$ cat src/rtl/core/ncl_pkg.sv
// Shared constants, types and register codes of the nearest class labeller.
package ncl_pkg;

   // Channel and register geometry
   localparam int unsigned NUM_CLASSES = 4;
   localparam int unsigned DIST_W      = 17;
   localparam int unsigned THR_W       = 13;
   localparam int unsigned CNT_W       = 3;
   localparam int unsigned LABEL_W     = 3;
   localparam int unsigned CLASS_IDX_W = 2;
   localparam int unsigned CSR_IDX_W   = 3;
   localparam int unsigned PROD_W      = 2 * THR_W;

   typedef logic [DIST_W-1:0]      dist_type;
   typedef logic [THR_W-1:0]       thr_type;
   typedef logic [CNT_W-1:0]       cnt_type;
   typedef logic [LABEL_W-1:0]     label_type;
   typedef logic [CLASS_IDX_W-1:0] class_idx_type;
   typedef logic [CSR_IDX_W-1:0]   csr_idx_type;
   typedef logic [PROD_W-1:0]      prod_type;

   // Register indexes: thresholds occupy 0 .. NUM_CLASSES-1
   localparam csr_idx_type CSR_THRESHOLD_BASE = 3'd0;
   localparam csr_idx_type CSR_CLASS_COUNT    = 3'd4;

   // Reset values: 0.3 in Q1.12, all classes in use
   localparam thr_type THR_RESET = 13'd1229;
   localparam cnt_type CNT_RESET = 3'd4;

   // Running decision handed from cell to cell, with the request's distances
   typedef struct packed {
      logic                             skip;
      logic                             have;
      thr_type                          best_num;
      thr_type                          best_den;
      class_idx_type                    best_idx;
      logic [NUM_CLASSES-1:0][DIST_W-1:0] distances;
   } chain_type;

endpackage

$ cat src/rtl/core/ncl_req_if.sv
// Request channel: one distance per class for a single time point.
interface ncl_req_if;
   logic                              valid;
   logic                              ready;
   logic signed [ncl_pkg::DIST_W-1:0] distance_class_0;
   logic signed [ncl_pkg::DIST_W-1:0] distance_class_1;
   logic signed [ncl_pkg::DIST_W-1:0] distance_class_2;
   logic signed [ncl_pkg::DIST_W-1:0] distance_class_3;

   modport source (
      output valid, distance_class_0, distance_class_1, distance_class_2, distance_class_3,
      input  ready
   );
   modport sink (
      input  valid, distance_class_0, distance_class_1, distance_class_2, distance_class_3,
      output ready
   );
endinterface

$ cat src/rtl/core/ncl_rsp_if.sv
// Response channel: the class label of one time point.
interface ncl_rsp_if;
   logic                          valid;
   logic                          ready;
   logic [ncl_pkg::LABEL_W-1:0]   label;

   modport source (
      output valid, label,
      input  ready
   );
   modport sink (
      input  valid, label,
      output ready
   );
endinterface

$ cat src/rtl/core/ncl_cell.sv
// One class cell: scores its own class and keeps the best class so far.
module ncl_cell (
   input  logic                   clock,
   input  logic                   reset,
   input  ncl_pkg::class_idx_type cell_idx,
   input  logic                   active,
   input  ncl_pkg::thr_type       threshold,
   input  ncl_pkg::dist_type      distance,
   input  logic                   in_valid,
   output logic                   in_ready,
   input  ncl_pkg::chain_type     in_state,
   output logic                   out_valid,
   input  logic                   out_ready,
   output ncl_pkg::chain_type     out_state
);

   logic                     valid_ff, valid_in;
   ncl_pkg::chain_type       state_ff, state_in;
   logic [ncl_pkg::DIST_W-2:0] thr_ext;
   logic                     qualify;
   logic                     thr_zero;
   ncl_pkg::thr_type         num_new, den_new;
   ncl_pkg::prod_type        prod_new, prod_best;
   logic                     better;

   // Qualify: cell active, no skip, distance non-negative and within the threshold
   assign thr_ext = {{(ncl_pkg::DIST_W-1-ncl_pkg::THR_W){1'b0}}, threshold};
   assign qualify = active && !in_state.skip && !distance[ncl_pkg::DIST_W-1]
                    && (distance[ncl_pkg::DIST_W-2:0] <= thr_ext);

   // Score as a fraction; a zero threshold at zero distance scores one
   assign thr_zero = (threshold == '0);
   assign num_new  = thr_zero ? ncl_pkg::thr_type'(1)
                              : threshold - distance[ncl_pkg::THR_W-1:0];
   assign den_new  = thr_zero ? ncl_pkg::thr_type'(1) : threshold;

   // Compare scores exactly by cross multiplication
   assign prod_new  = {{ncl_pkg::THR_W{1'b0}}, num_new} *
                      {{ncl_pkg::THR_W{1'b0}}, in_state.best_den};
   assign prod_best = {{ncl_pkg::THR_W{1'b0}}, in_state.best_num} *
                      {{ncl_pkg::THR_W{1'b0}}, den_new};
   assign better    = !in_state.have || (prod_new > prod_best);

   // Take over the lead on a strictly better score, so the lower class keeps ties
   always_comb begin
      state_in = in_state;
      if (qualify && better) begin
         state_in.have     = 1'b1;
         state_in.best_num = num_new;
         state_in.best_den = den_new;
         state_in.best_idx = cell_idx;
      end
   end

   // Advance when the stage is empty or its content moves on
   assign in_ready = !valid_ff || out_ready;
   assign valid_in = in_ready ? in_valid : valid_ff;

   always_ff @(posedge clock) begin
      if (reset) begin
         valid_ff <= 1'b0;
      end else begin
         valid_ff <= valid_in;
      end
   end

   always_ff @(posedge clock) begin
      if (in_valid && in_ready) begin
         state_ff <= state_in;
      end
   end

   assign out_valid = valid_ff;
   assign out_state = state_ff;

endmodule

$ cat src/rtl/core/nearest_class_threshold_labeler_core.sv
// Top level of the nearest class labeller: register file and chain of class cells.
//
// Usage:
//   req_chan carries one time point: a signed Q4.12 distance for each of the four
//   classes. rsp_chan returns one 3-bit label per request, in request order:
//   0 when class 0's distance is negative or no class qualifies, otherwise the
//   winning class index plus one (best score, lowest class on a tie).
//   csr_we/csr_index/csr_wdata write a register: indexes 0..3 are the Q1.12 class
//   thresholds, index 4 the number of classes in use. Write only while no request
//   is in flight.
// Throughput:
//   a request passes one cell per class; each cell holds one request and hands its
//   decision on. One request is taken every cycle unless a stall on rsp_chan has
//   filled the chain.
// Reset:
//   empties the chain, sets every threshold to 1229 (0.3) and the class count to 4.
// Stall:
//   while rsp_chan.ready is low the last cell holds its label; earlier cells keep
//   filling until the chain is full, and only then does req_chan.ready drop.
module nearest_class_threshold_labeler_core (
   input  logic                        clock,
   input  logic                        reset,
   ncl_req_if.sink                     req_chan,
   ncl_rsp_if.source                   rsp_chan,
   input  logic                        csr_we,
   input  ncl_pkg::csr_idx_type        csr_index,
   input  logic [ncl_pkg::THR_W-1:0]   csr_wdata
);

   ncl_pkg::thr_type   thr_ff [ncl_pkg::NUM_CLASSES];
   ncl_pkg::thr_type   thr_in [ncl_pkg::NUM_CLASSES];
   ncl_pkg::cnt_type   count_ff, count_in;

   ncl_pkg::chain_type chain_state [ncl_pkg::NUM_CLASSES+1];
   logic [ncl_pkg::NUM_CLASSES:0] chain_valid;
   logic [ncl_pkg::NUM_CLASSES:0] chain_ready;
   ncl_pkg::chain_type last_state;

   // Decode register writes
   always_comb begin
      thr_in   = thr_ff;
      count_in = count_ff;
      if (csr_we) begin
         priority if (csr_index < ncl_pkg::CSR_CLASS_COUNT) begin
            thr_in[csr_index[ncl_pkg::CLASS_IDX_W-1:0] - ncl_pkg::CSR_THRESHOLD_BASE
                   [ncl_pkg::CLASS_IDX_W-1:0]] = csr_wdata;
         end else if (csr_index == ncl_pkg::CSR_CLASS_COUNT) begin
            count_in = csr_wdata[ncl_pkg::CNT_W-1:0];
         end else begin
            count_in = count_ff;
         end
      end
   end

   always_ff @(posedge clock) begin
      if (reset) begin
         for (int i = 0; i < ncl_pkg::NUM_CLASSES; i++) begin
            thr_ff[i] <= ncl_pkg::THR_RESET;
         end
         count_ff <= ncl_pkg::CNT_RESET;
      end else begin
         thr_ff   <= thr_in;
         count_ff <= count_in;
      end
   end

   // Seed the chain: skip flag from class 0, no class yet
   always_comb begin
      chain_state[0].skip      = req_chan.distance_class_0[ncl_pkg::DIST_W-1];
      chain_state[0].have      = 1'b0;
      chain_state[0].best_num  = '0;
      chain_state[0].best_den  = ncl_pkg::thr_type'(1);
      chain_state[0].best_idx  = '0;
      chain_state[0].distances = {req_chan.distance_class_3, req_chan.distance_class_2,
                                  req_chan.distance_class_1, req_chan.distance_class_0};
   end
   assign chain_valid[0] = req_chan.valid;
   assign req_chan.ready = chain_ready[0];

   // One cell per class; a cell above the class count passes the decision on
   for (genvar k = 0; k < ncl_pkg::NUM_CLASSES; k++) begin : g_cell
      logic cell_active;
      assign cell_active = (k == 0) || (ncl_pkg::cnt_type'(k) < count_ff);

      ncl_cell u_cell (
         .clock     (clock),
         .reset     (reset),
         .cell_idx  (ncl_pkg::class_idx_type'(k)),
         .active    (cell_active),
         .threshold (thr_ff[k]),
         .distance  (chain_state[k].distances[k]),
         .in_valid  (chain_valid[k]),
         .in_ready  (chain_ready[k]),
         .in_state  (chain_state[k]),
         .out_valid (chain_valid[k+1]),
         .out_ready (chain_ready[k+1]),
         .out_state (chain_state[k+1])
      );
   end

   // Form the label from the last cell
   assign last_state = chain_state[ncl_pkg::NUM_CLASSES];
   assign chain_ready[ncl_pkg::NUM_CLASSES] = rsp_chan.ready;
   assign rsp_chan.valid = chain_valid[ncl_pkg::NUM_CLASSES];
   assign rsp_chan.label = (last_state.skip || !last_state.have) ? '0 :
                           ncl_pkg::label_type'(last_state.best_idx) + ncl_pkg::label_type'(1);

`ifndef SYNTHESIS
   // A winning class lies within the classes in use
   label_in_range: assert property (@(posedge clock) disable iff (reset)
      rsp_chan.valid && (rsp_chan.label != '0) |->
         (rsp_chan.label == ncl_pkg::label_type'(1)) || (rsp_chan.label <= count_ff))
      else $error("label names a class beyond the class count");

   // A held score has a non-zero denominator and is no larger than one
   score_sane: assert property (@(posedge clock) disable iff (reset)
      chain_valid[ncl_pkg::NUM_CLASSES] && last_state.have && !last_state.skip |->
         (last_state.best_den != '0) && (last_state.best_num <= last_state.best_den))
      else $error("best score has zero denominator or exceeds one");
`endif

endmodule

$ cat src/flat_wrapper.sv
// flat-port wrapper written by rule: the top's interface ports become plain ports
module nearest_class_threshold_labeler_core_flat 
  (clock, reset, csr_we, csr_index, csr_wdata, req_chan_valid, req_chan_distance_class_0, req_chan_distance_class_1, req_chan_distance_class_2, req_chan_distance_class_3, req_chan_ready, rsp_chan_valid, rsp_chan_label, rsp_chan_ready);
  ncl_req_if req_chan_i ();
  ncl_rsp_if rsp_chan_i ();
  input  logic clock;
  input  logic reset;
  input  logic csr_we;
  input  ncl_pkg::csr_idx_type csr_index;
  input  logic [ncl_pkg::THR_W-1:0] csr_wdata;
  input wire logic [$bits(req_chan_i.valid)-1:0] req_chan_valid;
  input wire logic [$bits(req_chan_i.distance_class_0)-1:0] req_chan_distance_class_0;
  input wire logic [$bits(req_chan_i.distance_class_1)-1:0] req_chan_distance_class_1;
  input wire logic [$bits(req_chan_i.distance_class_2)-1:0] req_chan_distance_class_2;
  input wire logic [$bits(req_chan_i.distance_class_3)-1:0] req_chan_distance_class_3;
  output wire logic [$bits(req_chan_i.ready)-1:0] req_chan_ready;
  output wire logic [$bits(rsp_chan_i.valid)-1:0] rsp_chan_valid;
  output wire logic [$bits(rsp_chan_i.label)-1:0] rsp_chan_label;
  input wire logic [$bits(rsp_chan_i.ready)-1:0] rsp_chan_ready;
  assign req_chan_i.valid = req_chan_valid;
  assign req_chan_i.distance_class_0 = req_chan_distance_class_0;
  assign req_chan_i.distance_class_1 = req_chan_distance_class_1;
  assign req_chan_i.distance_class_2 = req_chan_distance_class_2;
  assign req_chan_i.distance_class_3 = req_chan_distance_class_3;
  assign req_chan_ready = req_chan_i.ready;
  assign rsp_chan_valid = rsp_chan_i.valid;
  assign rsp_chan_label = rsp_chan_i.label;
  assign rsp_chan_i.ready = rsp_chan_ready;
  nearest_class_threshold_labeler_core u_core (.clock(clock), .reset(reset), .req_chan(req_chan_i), .rsp_chan(rsp_chan_i), .csr_we(csr_we), .csr_index(csr_index), .csr_wdata(csr_wdata));
endmodule
$ cat config.mk
export PLATFORM = sky130hd
export DESIGN_NAME = nearest_class_threshold_labeler_core_flat
export DESIGN_NICKNAME = d
export VERILOG_FILES = /design/src/rtl/core/ncl_pkg.sv /design/src/rtl/core/ncl_req_if.sv /design/src/rtl/core/ncl_rsp_if.sv /design/src/rtl/core/ncl_cell.sv /design/src/rtl/core/nearest_class_threshold_labeler_core.sv /design/src/flat_wrapper.sv
export SDC_FILE = /design/constraint.sdc
export NUM_CORES = 2
export LEC_CHECK = 0
export BUFFER_PORTS_ARGS = -buffer_cell sky130_fd_sc_hd__buf_2
export CAP_MARGIN = 30
export CORE_MARGIN = 3
export CORE_UTILIZATION = 60
export CTS_BUF_LIST = sky130_fd_sc_hd__clkbuf_8 sky130_fd_sc_hd__clkbuf_16
export DETAILED_ROUTE_END_ITERATION = 6
export GPL_ROUTABILITY_DRIVEN = 0
export HOLD_SLACK_MARGIN = 0.06
export MAX_ROUTING_LAYER = met4
export PLACE_DENSITY = 0.82
export SLEW_MARGIN = 5
export SYNTH_ARGS = -nofsm -noshare
export SYNTH_HDL_FRONTEND = slang
export SYNTH_SLANG_ARGS = --single-unit
export TNS_END_PERCENT = 10
$ cat constraint.sdc
create_clock -name clock -period 9.36 [get_ports clock]
set_input_delay 0 -clock clock [delete_from_list [all_inputs] [get_ports clock]]
set_output_delay 0 -clock clock [all_outputs]
set_load 0.03 [all_outputs]
==> impl_metrics.json <==
{
  "core_um2": 78100,
  "vias": 38230,
  "synth_edf_count": 193,
  "setup_viol": 0,
  "crit_arrival_ns": 9.31,
  "wire_per_inst_um": 20.4,
  "ctsHtreeMaxLevel": 2,
  "yosysTopAreaCellShare": 0.306,
  "ant_nets": 0,
  "synth.top_cells.by_area": "fa_1 (31%), ha_1 (16%), edfxtp_1 (12%)",
  "synth_cell_types": 84,
  "netlist_instances": 5303,
  "die_w_um": 288,
  "ctsLongestPathBuffers": 3,
  "avgSynthCellArea_um2": 8.99,
  "dr.pass1.iters": 6,
  "post-route-drc-count": 0,
  "cts.sinks": 252,
  "hold_path.class": "in2reg",
  "synth_top_area_cell": "fa_1",
  "worst_setup_path_end_kind": "flop",
  "ir_worst_vdd_mv": 0.374,
  "tritoncts": "built",
  "layout.nets": 6849,
  "start_util": 0.611,
  "finalClockSkew_ns": 0.0289,
  "ios": 94,
  "die_h_um": 288,
  "drt-total-wl_mm": 132,
  "final_cell_mix": "inv_1 (1114), nand2_1 (744), fa_1 (730), ha_1 (604), and2_1 (339)",
  "yosys.area_share.adder": 0.465,
  "clock.fmax_mhz": 111,
  "grt_usage": 0.337,
  "timing.max_cap.violations": 0,
  "worst_pin_slew_ns": 0.994,
  "m1WireLength_mm": 47.3,
  "cp.buffers_inverters": 9,
  "powerDensity_nw_per_um2": 278,
  "synth-compound-area-share": 0.0778,
  "cp-start-kind": "flop",
  "cts_inserted_buffers": 34,
  "cp_common_cell": "fa_1",
  "synth_warnings": 0,
  "synth-seq-cells": 252,
  "hp-start": "req_chan_distance_class_1[13]",
  "grt_max_degree": 61,
  "layout-drive-gt1-share": 0.0677,
  "worstSetupPathType": "reg2reg",
  "grt_pass1_vias": 40335,
  "clk_pin_slew_worst_paths_ns": 0.07,
  "fin_tns_setup_ns": 0,
  "rows": 102,
  "critPathTopFamily": "adder cells",
  "io_buffer_count": 93,
  "dp_hpwl_mm": 102,
  "crit_start": "u_core.thr_ff[26]",
  "dr.max_layer_used": "met4",
  "status": "complete, no violations",
  "period_share": 0.962,
  "syn-cell-area_um2": 47700,
  "met2_length_mm": 60.9,
  "synth_xor_area_frac": 0.0252,
  "area_growth_pct": 8.79,
  "dieArea_um2": 82900,
  "ys_seq_area_frac": 0.146,
  "antenna_found_initial": 10,
  "synth-simple-area-share": 0.168,
  "fin_area_um2": 51900,
  "crit_path_max_incr_delay_ns": 0.60,
  "r2r_start": "u_core.thr_ff[26]",
  "min_period_ns": 9.00,
  "relSlewSlack": 0.333,
  "cts_root_buffer": "clkbuf_16",
  "drt_iter0_drc": 3328,
  "syn_nets": 6727,
  "synth_top_family_by_area": "adder cells",
  "drv_slew": 0,
  "synthArstFlopShare": 0,
  "cp_slowest_cell": "fa_1",
  "via_per_inst": 5.88,
  "grt_pass1_wl_mm": 212,
  "placed_area_um2": 49500,
  "synth_mux_area_frac": 0.0133,
  "gr-total-overflow": 0,
  "hold_viol": 0,
  "hold_slack_ns": 0.116,
  "insertion_delay_ns": 0.59,
  "dr_wl_met3_mm": 14.8,
  "required_ns": 9.67,
  "leakage_nw": 26.3,
  "synth_ff_type": "edfxtp_1",
  "layout_commonest_cell": "inv_1",
  "cp_max_fo": 14
}
## path summary, 6_finish.rpt
kind                                           end  slack (ns)  cells past startpoint
min reg2reg  u_core.g_cell[1].u_cell.out_state[42]        0.41                      0
max reg2reg  u_core.g_cell[1].u_cell.out_state[78]        0.36                     37
max          u_core.g_cell[1].u_cell.out_state[78]        0.36                     37
min          u_core.g_cell[0].u_cell.out_state[30]        0.12                      2
## what timing repair did
item,4_1_cts,5_1_grt
hold endpoints to repair,142,0
buffers inserted,2,5
resized for setup,3,46
cloned,0,1
hold buffers,76,0
setup endpoints to repair,44,57
pin swaps,2,9
## synth_stat cells (18+ instances only)
cell,count
edfxtp_1,193
and3_1,56
fa_1,730
a31oi_1,18
nor2_1,154
inv_1,1113
clkbuf_1,191
o21ai_0,90
nor3_1,57
nand3b_1,18
o21a_1,36
nand3_1,55
nand2_1,744
mux2_2,34
xor2_1,56
o21bai_1,18
xnor2_1,81
nor2b_1,78
a211o_1,18
ha_1,605
a21oi_1,180
nand2b_1,20
nand4_1,40
dfxtp_1,59
and2_1,339
a21o_1,85
## sequential cells by signal, summed over array words and instances, names as in the netlist
name / flops
u_core.count_ff: 3
u_core.g_cell.u_cell.out_state: 193
u_core.g_cell.u_cell.out_valid: 4
u_core.thr_ff: 52
## metrics by stage
step / util / power (mW) / cells / setup WS [ns]
2_1_floorplan: - / 9.82 / 5303 / 0.146
3_3_place_gp: 0.634 / 12.1 / 6341 / 0.154
3_5_place_dp: 0.634 / 12.4 / 6342 / -0.0503
4_1_cts: 0.660 / 14.1 / 6482 / 0.0278
5_1_grt: 0.664 / 16.0 / 6500 / -0.0497
6_report: 0.664 / 14.4 / 6501 / 0.357
## layer usage
metal	global-route usage	vias to the layer above
li1	-	16929
met1	0.387	18637
met2	0.528	2102
met3	0.0945	562
met4	0.199	0
met5	-	-
## final cells by class
class / count / area [um^2]
clock buffers: 37 / 903
multi-input cells: 3735 / 35900
diodes: 10 / 25.0
inverters: 1113 / 4180
fillers: 5846 / 26200
clock inverters: 25 / 352
flip-flops and latches: 252 / 6980
well taps: 1040 / 1300
repair buffers: 289 / 2220
## worst register-to-register path: cells and delay by family (launching register included)
family / cells / cell delay, ns
AOI/OAI and AO/OA: 5 / 1.33
xor gates and xnor gates: 2 / 0.23
adders and majority gates: 9 / 3.80
buffers and inverters: 9 / 0.83
DFF: 1 / 0.31
muxes: 1 / 0.37
and+or+nand+nor: 11 / 1.87
## power breakdown
| group | switching [mW] | total, mW | internal, mW |
|---|---|---|---|
| sequential | 0.0931 | 1.35 | 1.25 |
| clock | 0.619 | 1.50 | 0.886 |
| combinational | 6.58 | 11.6 | 4.97 |
| total | 7.29 | 14.4 | 7.11 |
## cells by family (layout without fill, tap and decap cells)
kind of cell / after synthesis / count (layout)
mux: 57 / 57
xor+xnor: 137 / 137
simple gates: 1639 / 1639
compound gates: 567 / 567
fa+ha+maj: 1335 / 1335
flops: 252 / 252
other cells: 0 / 10
buf+inv: 1316 / 1464
Power figures use the tool's default switching activity.
